$ cat src/design/kwd_pkg.sv
// ----------------------------------------------------------------------------
// kwd_pkg
// Types and constants shared by the keyed watchdog files.
// ----------------------------------------------------------------------------
package kwd_pkg;

   localparam int unsigned MARK_WIDTH = 8;
   localparam logic [31:0] WD_KEY     = 32'h6E52_4635;
   localparam logic [31:0] CNT_RESET  = 32'hFFFF_FFFF;
   localparam logic [31:0] TMO_RESET  = 32'hFFFF_FFFF;
   localparam logic [MARK_WIDTH-1:0] MASK_RESET = 8'h01;

   typedef enum logic [1:0] {
      KIND_TICK  = 2'd0,
      KIND_WRITE = 2'd1,
      KIND_READ  = 2'd2
   } kind_type;

   typedef enum logic [1:0] {
      TGT_START  = 2'd0,
      TGT_STOP   = 2'd1,
      TGT_KEY    = 2'd2,
      TGT_RELOAD = 2'd3
   } target_type;

   typedef enum logic [1:0] {
      REG_TIMEOUT     = 2'd0,
      REG_RELOAD_MASK = 2'd1,
      REG_RUN_SLEEP   = 2'd2,
      REG_STOP_ENABLE = 2'd3
   } reg_index_type;

   typedef struct packed {
      logic [31:0]           timeout_ticks;
      logic [MARK_WIDTH-1:0] reload_enable_mask;
      logic                  run_in_sleep;
      logic                  stop_enable;
   } cfg_type;

   typedef struct packed {
      logic [1:0]  kind;
      logic [1:0]  target;
      logic [2:0]  channel;
      logic [31:0] write_value;
      logic        asleep;
   } req_type;

   typedef struct packed {
      logic                  running;
      logic [31:0]           count_value;
      logic                  timeout_pulse;
      logic                  stop_armed;
      logic [MARK_WIDTH-1:0] pending_marks;
   } rsp_type;

endpackage

$ cat src/design/kwd_ifs.sv
// ----------------------------------------------------------------------------
// kwd channel interfaces
// Valid/ready channels for request items, result items and register writes.
// ----------------------------------------------------------------------------
interface kwd_req_if;
   logic        valid;
   logic        ready;
   logic [1:0]  kind;
   logic [1:0]  target;
   logic [2:0]  channel;
   logic [31:0] write_value;
   logic        asleep;

   modport source (output valid, kind, target, channel, write_value, asleep, input ready);
   modport sink   (input valid, kind, target, channel, write_value, asleep, output ready);
endinterface

interface kwd_rsp_if;
   logic        valid;
   logic        ready;
   logic        running;
   logic [31:0] count_value;
   logic        timeout_pulse;
   logic        stop_armed;
   logic [7:0]  pending_marks;

   modport source (output valid, running, count_value, timeout_pulse, stop_armed,
                   pending_marks, input ready);
   modport sink   (input valid, running, count_value, timeout_pulse, stop_armed,
                   pending_marks, output ready);
endinterface

interface kwd_csr_if;
   logic        valid;
   logic        ready;
   logic [1:0]  index;
   logic [31:0] data;

   modport source (output valid, index, data, input ready);
   modport sink   (input valid, index, data, output ready);
endinterface

$ cat src/design/kwd_csr.sv
// ----------------------------------------------------------------------------
// kwd_csr
// Configuration registers of the keyed watchdog.
// ----------------------------------------------------------------------------
module kwd_csr
   import kwd_pkg::*;
(
   input  logic        clock,
   input  logic        reset,
   input  logic        wr_valid,
   output logic        wr_ready,
   input  logic [1:0]  wr_index,
   input  logic [31:0] wr_data,
   output cfg_type     cfg
);

   cfg_type cfg_ff;
   cfg_type cfg_in;

   assign wr_ready = 1'b1;
   assign cfg      = cfg_ff;

   always_comb begin
      cfg_in = cfg_ff;
      if (wr_valid) begin
         case (wr_index)
            REG_TIMEOUT:     cfg_in.timeout_ticks      = wr_data;
            REG_RELOAD_MASK: cfg_in.reload_enable_mask = wr_data[MARK_WIDTH-1:0];
            REG_RUN_SLEEP:   cfg_in.run_in_sleep       = wr_data[0];
            REG_STOP_ENABLE: cfg_in.stop_enable        = wr_data[0];
            default: ;
         endcase
      end
   end

   always_ff @(posedge clock) begin
      if (reset) begin
         cfg_ff.timeout_ticks      <= TMO_RESET;
         cfg_ff.reload_enable_mask <= MASK_RESET;
         cfg_ff.run_in_sleep       <= 1'b0;
         cfg_ff.stop_enable        <= 1'b0;
      end else begin
         cfg_ff <= cfg_in;
      end
   end

endmodule

$ cat src/design/kwd_core.sv
// ----------------------------------------------------------------------------
// kwd_core
// Input register, watchdog state update and result register.
// ----------------------------------------------------------------------------
module kwd_core
   import kwd_pkg::*;
#(
   parameter int unsigned RELOAD_CHANNELS = 8
) (
   input  logic    clock,
   input  logic    reset,
   input  cfg_type cfg,
   input  logic    in_valid,
   output logic    in_ready,
   input  req_type in_item,
   output logic    out_valid,
   input  logic    out_ready,
   output rsp_type out_item
);

   localparam logic [MARK_WIDTH-1:0] SPAN =
      MARK_WIDTH'((64'd1 << RELOAD_CHANNELS) - 64'd1);
   localparam logic [3:0] CHAN_LIMIT = 4'(RELOAD_CHANNELS);

   logic                  in_valid_ff, in_valid_in;
   req_type               in_item_ff;
   logic                  out_valid_ff, out_valid_in;
   rsp_type               out_item_ff, out_item_in;

   logic [31:0]           counter_ff, counter_in;
   logic                  running_ff, running_in;
   logic                  armed_ff, armed_in;
   logic [MARK_WIDTH-1:0] marks_ff, marks_in;

   logic                  advance;
   logic                  key_ok;
   logic                  chan_ok;
   logic                  pulse;
   logic [MARK_WIDTH-1:0] enabled;
   logic [MARK_WIDTH-1:0] marks_new;

   assign advance   = in_valid_ff && (!out_valid_ff || out_ready);
   assign in_ready  = !in_valid_ff || advance;
   assign out_valid = out_valid_ff;
   assign out_item  = out_item_ff;

   assign key_ok    = (in_item_ff.write_value == WD_KEY);
   assign chan_ok   = ({1'b0, in_item_ff.channel} < CHAN_LIMIT);
   assign enabled   = cfg.reload_enable_mask & SPAN;
   assign marks_new = marks_ff | ((MARK_WIDTH'(1) << in_item_ff.channel) & enabled);

   always_comb begin
      counter_in = counter_ff;
      running_in = running_ff;
      armed_in   = armed_ff;
      marks_in   = marks_ff;
      pulse      = 1'b0;
      case (in_item_ff.kind)
         KIND_TICK: begin
            if (running_ff && (!in_item_ff.asleep || cfg.run_in_sleep)) begin
               if (counter_ff <= 32'd1) begin
                  pulse      = 1'b1;
                  running_in = 1'b0;
                  counter_in = cfg.timeout_ticks;
                  marks_in   = '0;
               end else begin
                  counter_in = counter_ff - 32'd1;
               end
            end
         end
         KIND_WRITE: begin
            armed_in = 1'b0;
            case (in_item_ff.target)
               TGT_START: begin
                  if (!running_ff) begin
                     counter_in = cfg.timeout_ticks;
                     marks_in   = '0;
                     running_in = 1'b1;
                  end
               end
               TGT_STOP: begin
                  if (cfg.stop_enable && armed_ff) begin
                     running_in = 1'b0;
                  end
               end
               TGT_KEY: armed_in = key_ok;
               TGT_RELOAD: begin
                  if (key_ok && chan_ok) begin
                     if ((enabled != '0) && ((marks_new & enabled) == enabled)) begin
                        counter_in = cfg.timeout_ticks;
                        marks_in   = '0;
                     end else begin
                        marks_in = marks_new;
                     end
                  end
               end
               default: ;
            endcase
         end
         default: ;
      endcase
   end

   always_comb begin
      out_item_in.running       = running_in;
      out_item_in.count_value   = counter_in;
      out_item_in.timeout_pulse = pulse;
      out_item_in.stop_armed    = armed_in;
      out_item_in.pending_marks = marks_in;
   end

   always_comb begin
      in_valid_in = in_valid_ff;
      if (in_valid && in_ready) begin
         in_valid_in = 1'b1;
      end else if (advance) begin
         in_valid_in = 1'b0;
      end
      out_valid_in = out_valid_ff;
      if (advance) begin
         out_valid_in = 1'b1;
      end else if (out_ready) begin
         out_valid_in = 1'b0;
      end
   end

   always_ff @(posedge clock) begin
      if (reset) begin
         in_valid_ff  <= 1'b0;
         out_valid_ff <= 1'b0;
         counter_ff   <= CNT_RESET;
         running_ff   <= 1'b0;
         armed_ff     <= 1'b0;
         marks_ff     <= '0;
      end else begin
         in_valid_ff  <= in_valid_in;
         out_valid_ff <= out_valid_in;
         if (advance) begin
            counter_ff <= counter_in;
            running_ff <= running_in;
            armed_ff   <= armed_in;
            marks_ff   <= marks_in;
         end
      end
   end

   always_ff @(posedge clock) begin
      if (in_valid && in_ready) begin
         in_item_ff <= in_item;
      end
      if (advance) begin
         out_item_ff <= out_item_in;
      end
   end

   a_pulse_stops: assert property (@(posedge clock) disable iff (reset)
      out_valid_ff && out_item_ff.timeout_pulse |->
         !out_item_ff.running && (out_item_ff.pending_marks == '0))
      else $error("timeout pulse without stop");

   a_pulse_reload: assert property (@(posedge clock) disable iff (reset)
      out_valid_ff && out_item_ff.timeout_pulse |->
         out_item_ff.count_value == cfg.timeout_ticks)
      else $error("timeout pulse without reload");

   a_ready_when_empty: assert property (@(posedge clock) disable iff (reset)
      !out_valid_ff |-> in_ready)
      else $error("input stalled with empty result register");

   a_result_tracks_state: assert property (@(posedge clock) disable iff (reset)
      advance |=> out_item_ff.count_value == counter_ff &&
                  out_item_ff.running == running_ff)
      else $error("result out of step with state");

   a_reset_empty: assert property (@(posedge clock)
      $past(reset) |-> !in_valid_ff && !out_valid_ff)
      else $error("pipeline not empty after reset");

endmodule

$ cat src/design/keyed_watchdog_with_gated_stop.sv
// ----------------------------------------------------------------------------
// keyed_watchdog_with_gated_stop
// Watchdog down-counter with keyed reload channels and a gated stop task.
// ----------------------------------------------------------------------------
// an accepted item passes the input register, then the result register
// throughput: one item per cycle while the result register is not stalled, set by the state update
// a stalled result register holds one item while one more waits at the input
// reset: synchronous, clears counter to all ones, stopped, key disarmed, no marks
// reset loads timeout all ones, reload mask 1, run_in_sleep and stop_enable 0
module keyed_watchdog_with_gated_stop
   import kwd_pkg::*;
#(
   parameter int unsigned RELOAD_CHANNELS = 8
) (
   input  logic clock,
   input  logic reset,
   kwd_req_if.sink   req_bus,
   kwd_rsp_if.source rsp_bus,
   kwd_csr_if.sink   csr_bus
);

   cfg_type cfg;
   req_type req_item;
   rsp_type rsp_item;

   assign req_item.kind        = req_bus.kind;
   assign req_item.target      = req_bus.target;
   assign req_item.channel     = req_bus.channel;
   assign req_item.write_value = req_bus.write_value;
   assign req_item.asleep      = req_bus.asleep;

   assign rsp_bus.running       = rsp_item.running;
   assign rsp_bus.count_value   = rsp_item.count_value;
   assign rsp_bus.timeout_pulse = rsp_item.timeout_pulse;
   assign rsp_bus.stop_armed    = rsp_item.stop_armed;
   assign rsp_bus.pending_marks = rsp_item.pending_marks;

   kwd_csr u_csr (
      .clock    (clock),
      .reset    (reset),
      .wr_valid (csr_bus.valid),
      .wr_ready (csr_bus.ready),
      .wr_index (csr_bus.index),
      .wr_data  (csr_bus.data),
      .cfg      (cfg)
   );

   kwd_core #(
      .RELOAD_CHANNELS (RELOAD_CHANNELS)
   ) u_core (
      .clock     (clock),
      .reset     (reset),
      .cfg       (cfg),
      .in_valid  (req_bus.valid),
      .in_ready  (req_bus.ready),
      .in_item   (req_item),
      .out_valid (rsp_bus.valid),
      .out_ready (rsp_bus.ready),
      .out_item  (rsp_item)
   );

endmodule
$ cat src/flat_wrapper.sv
// flat-port wrapper written by rule: the top's interface ports become plain ports
module keyed_watchdog_with_gated_stop_flat import kwd_pkg::*;
#(
   parameter int unsigned RELOAD_CHANNELS = 8
)
  (clock, reset, req_bus_valid, req_bus_kind, req_bus_target, req_bus_channel, req_bus_write_value, req_bus_asleep, req_bus_ready, rsp_bus_valid, rsp_bus_running, rsp_bus_count_value, rsp_bus_timeout_pulse, rsp_bus_stop_armed, rsp_bus_pending_marks, rsp_bus_ready, csr_bus_valid, csr_bus_index, csr_bus_data, csr_bus_ready);
  kwd_req_if req_bus_i ();
  kwd_rsp_if rsp_bus_i ();
  kwd_csr_if csr_bus_i ();
  input  logic clock;
  input  logic reset;
  input wire logic [$bits(req_bus_i.valid)-1:0] req_bus_valid;
  input wire logic [$bits(req_bus_i.kind)-1:0] req_bus_kind;
  input wire logic [$bits(req_bus_i.target)-1:0] req_bus_target;
  input wire logic [$bits(req_bus_i.channel)-1:0] req_bus_channel;
  input wire logic [$bits(req_bus_i.write_value)-1:0] req_bus_write_value;
  input wire logic [$bits(req_bus_i.asleep)-1:0] req_bus_asleep;
  output wire logic [$bits(req_bus_i.ready)-1:0] req_bus_ready;
  output wire logic [$bits(rsp_bus_i.valid)-1:0] rsp_bus_valid;
  output wire logic [$bits(rsp_bus_i.running)-1:0] rsp_bus_running;
  output wire logic [$bits(rsp_bus_i.count_value)-1:0] rsp_bus_count_value;
  output wire logic [$bits(rsp_bus_i.timeout_pulse)-1:0] rsp_bus_timeout_pulse;
  output wire logic [$bits(rsp_bus_i.stop_armed)-1:0] rsp_bus_stop_armed;
  output wire logic [$bits(rsp_bus_i.pending_marks)-1:0] rsp_bus_pending_marks;
  input wire logic [$bits(rsp_bus_i.ready)-1:0] rsp_bus_ready;
  input wire logic [$bits(csr_bus_i.valid)-1:0] csr_bus_valid;
  input wire logic [$bits(csr_bus_i.index)-1:0] csr_bus_index;
  input wire logic [$bits(csr_bus_i.data)-1:0] csr_bus_data;
  output wire logic [$bits(csr_bus_i.ready)-1:0] csr_bus_ready;
  assign req_bus_i.valid = req_bus_valid;
  assign req_bus_i.kind = req_bus_kind;
  assign req_bus_i.target = req_bus_target;
  assign req_bus_i.channel = req_bus_channel;
  assign req_bus_i.write_value = req_bus_write_value;
  assign req_bus_i.asleep = req_bus_asleep;
  assign req_bus_ready = req_bus_i.ready;
  assign rsp_bus_valid = rsp_bus_i.valid;
  assign rsp_bus_running = rsp_bus_i.running;
  assign rsp_bus_count_value = rsp_bus_i.count_value;
  assign rsp_bus_timeout_pulse = rsp_bus_i.timeout_pulse;
  assign rsp_bus_stop_armed = rsp_bus_i.stop_armed;
  assign rsp_bus_pending_marks = rsp_bus_i.pending_marks;
  assign rsp_bus_i.ready = rsp_bus_ready;
  assign csr_bus_i.valid = csr_bus_valid;
  assign csr_bus_i.index = csr_bus_index;
  assign csr_bus_i.data = csr_bus_data;
  assign csr_bus_ready = csr_bus_i.ready;
  keyed_watchdog_with_gated_stop #(.RELOAD_CHANNELS(RELOAD_CHANNELS)) u_core (.clock(clock), .reset(reset), .req_bus(req_bus_i), .rsp_bus(rsp_bus_i), .csr_bus(csr_bus_i));
endmodule
$ cat config.mk
export PLATFORM = sky130hd
export DESIGN_NAME = keyed_watchdog_with_gated_stop_flat
export DESIGN_NICKNAME = d
export VERILOG_FILES = /design/src/design/kwd_pkg.sv /design/src/design/kwd_ifs.sv /design/src/design/kwd_csr.sv /design/src/design/kwd_core.sv /design/src/design/keyed_watchdog_with_gated_stop.sv /design/src/flat_wrapper.sv
export SDC_FILE = /design/constraint.sdc
export NUM_CORES = 1
export LEC_CHECK = 0
export ABC_AREA = 1
export CAP_MARGIN = 20
export CORE_UTILIZATION = 25
export DETAILED_ROUTE_END_ITERATION = 12
export DONT_BUFFER_PORTS = 1
export PLACE_DENSITY = 0.41
export SLEW_MARGIN = 25
export SYNTH_ARGS = -nofsm -noshare
export SYNTH_HDL_FRONTEND = slang
export SYNTH_SLANG_ARGS = --single-unit
$ cat constraint.sdc
create_clock -name clock -period 2.7 [get_ports clock]
set_input_delay 0.135 -clock clock [delete_from_list [all_inputs] [get_ports clock]]
set_output_delay 0.135 -clock clock [all_outputs]
set_load 0.02 [all_outputs]
==> results.sh, run 1 <==
export IMPL_min_delay_start="reset"
export IMPL_multiInputGateArea_sq_um=4942
export IMPL_fill_cells=4336
export IMPL_rsz0062_at_grt="false"
export IMPL_hold_viol=0
export IMPL_relSlewSlack_pct=46.64
export IMPL_antenna_left=0
export IMPL_cts_buffers=17
export IMPL_post_cts_setup_buffers=0
export IMPL_die_h_um=202.9
export IMPL_ys_ff_latch=169
export IMPL_syn_to_final_growth_pct=21.08
export IMPL_reg2reg_slack_ps=310
export IMPL_synth_edf_count=83
export IMPL_power_density_nw_per_um2=543.1
export IMPL_first_global_vias=9792
export IMPL_synth_warnings=0
export IMPL_synthDominantCellAreaShare_pct=24.70
export IMPL_fin_skew_ps=19.44
export IMPL_gp_congestion=0.8494
export IMPL_cpMaxStageDelayCell="dfxtp_1"
export IMPL_report_final_slew_viol_count=0
export IMPL_postSynth_asyncResetShare_pct=0
export IMPL_synth_most_common_cell="nand2_1"
export IMPL_power_leakage_nw=5.183
export IMPL_reg2regPathDepth=11
export IMPL_worstPathCellList="inv_1, ha_1, nand2_1, a21oi_1, nand2_1, nor2_4, nand2_2, o21ai_1, nor2_1, a21oi_1, nand2_1"
export IMPL_tightestPinTransition_ps=795.5
export IMPL_crit_path_end_kind="flip-flop"
export IMPL_clk_insertion_delay_late_ps=470
export IMPL_r2r_end="u_core.u_core.out_item[15]"
export IMPL_critPathBufInv=1
export IMPL_ys_top_cells_by_count="nand2_1, nand3_1, a21oi_1"
export IMPL_coreArea_sq_um=39730
export IMPL_max_freq_ghz=0.4188
export IMPL_synth_distinct_cells=35
export IMPL_grt_start_max_net_pins=64
export IMPL_firstDrtPassIters=5
export IMPL_setup_viol=0
export IMPL_drc_errors=0
export IMPL_syn_area_per_cell_sq_um=6.859
export IMPL_start_kind="flip-flop"
export IMPL_synthTopCellsByArea="edfxtp_1, dfxtp_1, nand2_1"
export IMPL_synth_top_area_cell="edfxtp_1"
export IMPL_ioPinCount=125
export IMPL_start_util_pct=25.39
export IMPL_register_area_sq_um=4214
export IMPL_grt_ovfl_total=0
export IMPL_grt_use_total_pct=18.41
export IMPL_worst_path_stages=11
export IMPL_status="finished, final reports clean"
export IMPL_root_buffer="clkbuf_16"
export IMPL_crit_path_max_incr_delay_ps=360
export IMPL_cpMostUsedCell="nand2_1"
export IMPL_dieArea_sq_um=41170
export IMPL_cp_arrival_ps=2610
export IMPL_syn_nets=1556
export IMPL_wirelength_mm=36.89
export IMPL_htree_levels=4
export IMPL_setup_tns_ps=0
export IMPL_post_dp_cell_area_sq_um=10800
export IMPL_drv_cap=0
export IMPL_rr_startpoint="u_core.u_core.counter_ff[0]"
export IMPL_fin_crit_ps=2388
export IMPL_fin_util_pct=30.75
export IMPL_synth_cells=1471
export IMPL_clock_path_buffers=2
export IMPL_dp_hpwl_mm=24.68
export IMPL_io_buffer_count=0
export IMPL_worstSetupPathType="reg -> reg"
export IMPL_crit_path_max_fanout=9
export IMPL_dieWidth_um=202.9
export IMPL_timing_final_crit_share_pct=88.45
export IMPL_netlist_area_sq_um=10090
export IMPL_cts_sinks=169
export IMPL_first_iter_violations=695
export IMPL_crit_required_ps=2930
export IMPL_power_mw=6.635
export IMPL_drive_above_1_share_pct=6.792
export IMPL_seq_area_frac_synth_pct=41.77
export IMPL_hp_class="in -> reg"
export IMPL_grt_pass1_wl_mm=58.36
export IMPL_fin_nets=1618
export IMPL_clkTransAtPathRegs_ps=90
export IMPL_wl_per_cell_um=17.80
export IMPL_max_vdd_ir_drop_mv=0.4994
export IMPL_cts_tree="done"
export IMPL_antenna_found_initial=1
export IMPL_stdcell_area_sq_um=12220
export IMPL_cp_top_family="simple AND/OR/NAND/NOR gates"
export IMPL_via_per_inst=4.793
export IMPL_row_count=73
export IMPL_whs_path_depth=2
export IMPL_synth_ff_type="dfxtp_1"
export IMPL_hold_end="u_core.u_core.in_valid_ff"
export IMPL_num_vias=9932
registers in the layout, summed over array words and instances, names as in the netlist:
| signal | cells |
|---|---|
| u_core.u_core.armed_ff | 1 |
| u_core.u_core.counter_ff | 32 |
| u_core.u_core.in_item_ff | 40 |
| u_core.u_core.in_valid_ff | 1 |
| u_core.u_core.marks_ff | 8 |
| u_core.u_core.out_item | 43 |
| u_core.u_core.out_valid | 1 |
| u_core.u_core.running_ff | 1 |
| u_core.u_csr.cfg | 42 |
metrics by stage:
stage / setup WS, ps / instances / hold WS (ps)
floorplan: 120.3 / 1471 / 233.9
global placement: 302.7 / 1958 / 215.1
detailed placement: 212.7 / 1958 / 216.8
CTS: 182.3 / 2071 / 12.04
global route: 6.000 / 2072 / 43.80
finish: 311.9 / 2072 / 19.51
worst max path at each step:
| stage | start | end | slack (ps) |
|---|---|---|---|
| global placement | u_core.u_core.counter_ff[0] | u_core.u_core.out_item[24] | 300 |
| detailed placement | u_core.u_core.counter_ff[0] | u_core.u_core.out_item[22] | 210 |
| floorplan | u_core.u_core.out_valid | u_core.u_core.out_item[0] | 120 |
| global route | u_core.u_core.counter_ff[0] | u_core.u_core.counter_ff[6] | 6 |
| CTS | u_core.u_core.counter_ff[0] | u_core.u_core.out_item[22] | 180 |
| finish | u_core.u_core.counter_ff[0] | u_core.u_core.out_item[15] | 310 |
cell families (layout without fill, tap and decap cells):
logic type,count (synthesis),after routing,share of synthesized area (%)
other,1,2,0.03717
and+or+nand+nor,759,759,31.91
xor gates and xnor gates,10,10,0.8680
adders and majority gates,6,6,0.7440
AOI/OAI and AO/OA,286,286,15.25
buffers and inverters,240,315,9.424
DFF,169,169,41.77
placed cells by master (no fill, tap or decap), types with 10 or more instances in the layout:
master and count:
a21oi_1 164, buf_4 36, clkbuf_16 17, dfxtp_1 86, dlygate4sd3_1 80, edfxtp_1 83
inv_1 150, nand2_1 439, nand3_1 181, nand4_1 13, nor2_1 87, nor2_2 12
nor3_1 10, o211ai_1 31, o21ai_0 66, o21ai_1 13, xor2_1 10
layout make-up:
class	instances	area share, %
antenna	1	0.02048
clock inverter	15	1.270
sequential	169	34.49
timing repair buffer	123	9.975
clock buffer	17	3.482
multi-input combinational	1062	40.45
inverter	160	4.926
tap	525	5.377
per-layer routing:
metal | up-vias | global-route usage, % | share of wire, %
met5 | - | 0 | 0
met2 | 278 | 29.97 | 45
met4 | 0 | 4.350 | 1.4
met3 | 37 | 4.398 | 6.0
met1 | 4635 | 24.44 | 47
li1 | 4982 | - | -
timing repair:
item / 4_1_cts / 5_1_grt
endpoints found under the hold margin: 126 / 0
hold buffers: 81 / 0
gates resized for setup: 0 / 2
endpoints found under the setup margin: 0 / 11
power by group:
part	switching (mW)	leakage [nW]	internal [mW]
Clock	1.26	0.286	1.23
Combinational	0.704	3.40	0.382
Sequential	0.182	1.50	2.87
(Power assumes the default switching activity.)
==> run 2: changes to the inputs <==
- ABC_AREA: 1 -> default
==> run 2 against run 1 <==
The flow now finishes with violations (negative setup slack). Non-clock buffer count rose by 121. Critical path depth fell by 3. Combinational power fell by 25%. Synthesized area fell by 16%. Via count fell by 23%. Global-route usage rose by 0.051 points. Flip-flop and latch count did not move. Worst setup slack got worse by 500 ps. Sequential share of layout area rose by 1.1 points. Cell area fell by 3.2%. Largest power group unchanged. Highest routed layer unchanged.
==> results.sh, run 2 <==
export IMPL_dieWidth_um=186.0
export IMPL_crit_path_end_kind="flip-flop"
export IMPL_start_kind="flip-flop"
export IMPL_synth_most_common_cell="nand2_1"
export IMPL_synth_warnings=0
export IMPL_clock_path_buffers=2
export IMPL_pwr_share_clk_pct=38.9
export IMPL_netlist_area_sq_um=8466
export IMPL_relSlewSlack_pct=38.35
export IMPL_syn_nets=954
export IMPL_switchingPower_mw=1.717
export IMPL_cts_tree="done"
export IMPL_synthDominantCellAreaShare_pct=29.44
export IMPL_wirelength_mm=31.25
export IMPL_max_freq_ghz=0.3464
export IMPL_synth_ff_type="dfxtp_1"
export IMPL_first_global_vias=7567
export IMPL_drive_above_1_share_pct=24.38
export IMPL_fin_nets=1167
export IMPL_syn_to_final_growth_pct=39.76
export IMPL_pre_cts_slack_ps=-306.3
export IMPL_report_final_slew_viol_count=0
export IMPL_synth_top_area_cell="edfxtp_1"
export IMPL_rsz0062_at_grt="true"
export IMPL_postSynth_asyncResetShare_pct=0
export IMPL_die_h_um=186.0
export IMPL_worstPathCellList="or4_4, or4_4, or3_4, o41ai_4, buf_4, nor2_2, o21a_1, a211o_1"
export IMPL_row_count=67
export IMPL_grt_pass1_wl_mm=46.45
export IMPL_ioPinCount=125
export IMPL_fin_skew_ps=19.23
export IMPL_dp_hpwl_mm=22.06
export IMPL_max_vdd_ir_drop_mv=0.4734
export IMPL_grt_ovfl_total=0
export IMPL_ys_ff_latch=169
export IMPL_crit_path_max_fanout=5
export IMPL_grt_start_max_net_pins=63
export IMPL_timing_final_crit_share_pct=106.9
export IMPL_worst_slack_ps=-186.5
export IMPL_cts_buffers=17
export IMPL_first_iter_violations=545
export IMPL_clkTransAtPathRegs_ps=80
export IMPL_antenna_left=0
export IMPL_drc_errors=0
export IMPL_cpMostUsedCell="or4_4"
export IMPL_sw_frac_of_total_pct=27.82
export IMPL_antenna_found_initial=0
export IMPL_status="finished with violations"
export IMPL_p_int_mw=4.455
export IMPL_via_per_inst=4.967
export IMPL_htree_levels=4
export IMPL_layout_common_cells="buf_4, nand2_1, dfxtp_1, edfxtp_1, nor2_1"
export IMPL_fin_util_pct=35.37
export IMPL_largest_register_ffs=43
export IMPL_setup_viol=9
export IMPL_hold_viol=0
export IMPL_clk_insertion_delay_late_ps=460
export IMPL_grt_use_total_pct=18.46
export IMPL_tightestPinTransition_ps=924.8
export IMPL_num_vias=7664
export IMPL_start_util_pct=25.31
export IMPL_firstDrtPassIters=6
export IMPL_reg2reg_slack_ps=-190
export IMPL_hp_class="in -> reg"
export IMPL_synth_edf_count=83
export IMPL_power_leakage_nw=4.330
export IMPL_crit_path_max_incr_delay_ps=530
export IMPL_ys_top_cells_by_count="nand2_1, dfxtp_1, nor2_1"
export IMPL_io_buffer_count=0
export IMPL_final_common_cell="buf_4"
export IMPL_wl_per_cell_um=20.26
export IMPL_seqPwrFrac_pct=47.8
export IMPL_diodes=0
export IMPL_cts_sinks=169
export IMPL_drv_cap=0
export IMPL_seq_area_frac_synth_pct=49.78
export IMPL_comb_power_share_pct=13.3
export IMPL_root_buffer="clkbuf_16"
export IMPL_synth_distinct_cells=78
export IMPL_synth_cells=869
export IMPL_synthTopCellsByArea="edfxtp_1, dfxtp_1, mux2i_1"
export IMPL_worstSetupPathType="reg -> reg"
export IMPL_coreArea_sq_um=33450
export IMPL_dieArea_sq_um=34600
export IMPL_syn_area_per_cell_sq_um=9.742
export IMPL_cpMaxStageDelayCell="or4_4"
export IMPL_power_density_nw_per_um2=521.7
export IMPL_violations="negative setup slack"
export IMPL_cp_arrival_ps=3100
export IMPL_gp_congestion=0.8982
export IMPL_crit_required_ps=2910
export IMPL_fin_crit_ps=2887
## run 2: cell count changes after synthesis, moves of 22 or more
cell	before	now
a21oi_1	164	48
inv_1	151	18
mux2i_1	0	48
nand3_1	181	22
a41oi_1	0	22
nand2_1	439	95
## run 2: final cells by class
cell class              count  area [sq um]
well taps                 448         560.5
flip-flops and latches    169          4217
clock inverters            12         101.3
multi-input cells         632          4330
repair buffers            244          2097
fillers                  3434         21620
inverters                  18         67.56
clock buffers              20         457.9
## run 2: final timing paths
check                                    start                            to  cells after the start
setup / recovery  u_core.u_core.counter_ff[20]    u_core.u_core.out_item[14]                      8
hold / removal                           reset  u_core.u_core.counter_ff[10]                      2
setup reg to reg  u_core.u_core.counter_ff[20]    u_core.u_core.out_item[14]                      8
hold reg to reg    u_core.u_core.counter_ff[0]   u_core.u_core.counter_ff[0]                      2
## run 2: per-stage QoR
stage	power, mW	TNS (ps)	hold WS, ps	area [sq um]	std cells
2_1_floorplan	3.381	-170.0	233.9	8487	869
3_3_place_gp	3.661	-12830	226.0	9985	1415
3_5_place_dp	3.660	-10080	228.0	9985	1415
4_1_cts	6.234	-718.4	45.24	11530	1533
5_1_grt	6.446	-1857	104.9	11830	1543
6_report	6.172	-824.8	78.46	11830	1543
## run 2: layer usage
| metal | wire, um | GRT usage [%] |
|---|---|---|
| met1 | 14320 | 23.61 |
| met2 | 14960 | 30.64 |
| met3 | 1504 | 4.324 |
| met4 | 469 | 5.574 |
| met5 | 0 | 0 |
## run 2: critical path: cells and delay by family (launching register included)
family | cells | cell delay [ps]
AND/OR/NAND/NOR | 4 | 1470
AO/OA/AOI/OAI | 3 | 660
flip-flops | 1 | 320
buffers and inverters | 1 | 200
## run 2: repair_timing
item	4_1_cts	5_1_grt
hold buffers	80	0
pin swaps	9	18
hold endpoints to repair	113	0
buffers inserted	6	9
resized for setup	31	54
gates cloned	0	1
endpoints found under the setup margin	63	78
## run 2: cell families (layout without fill, tap and decap cells)
| group | count (synthesis) | count (layout) | share of synthesized area [%] |
|---|---|---|---|
| buffers and inverters | 68 | 294 | 3.178 |
| and+or+nand+nor | 323 | 323 | 19.08 |
| other | 1 | 1 | 0.04430 |
| DFF | 169 | 169 | 49.78 |
| xor gates and xnor gates | 2 | 2 | 0.2070 |
| AOI/OAI and AO/OA | 248 | 248 | 20.62 |
| adders and majority gates | 6 | 6 | 0.8868 |
| muxes | 52 | 52 | 6.207 |
## run 2: power by group through the flow
stage	clock network [mW]	registers, mW	logic [mW]
CTS	2.50	2.95	0.785
finish	2.40	2.95	0.819
floorplan	0	2.99	0.395
global route	2.59	2.97	0.890
global placement	0	3.01	0.653
detailed placement	0	3.01	0.653
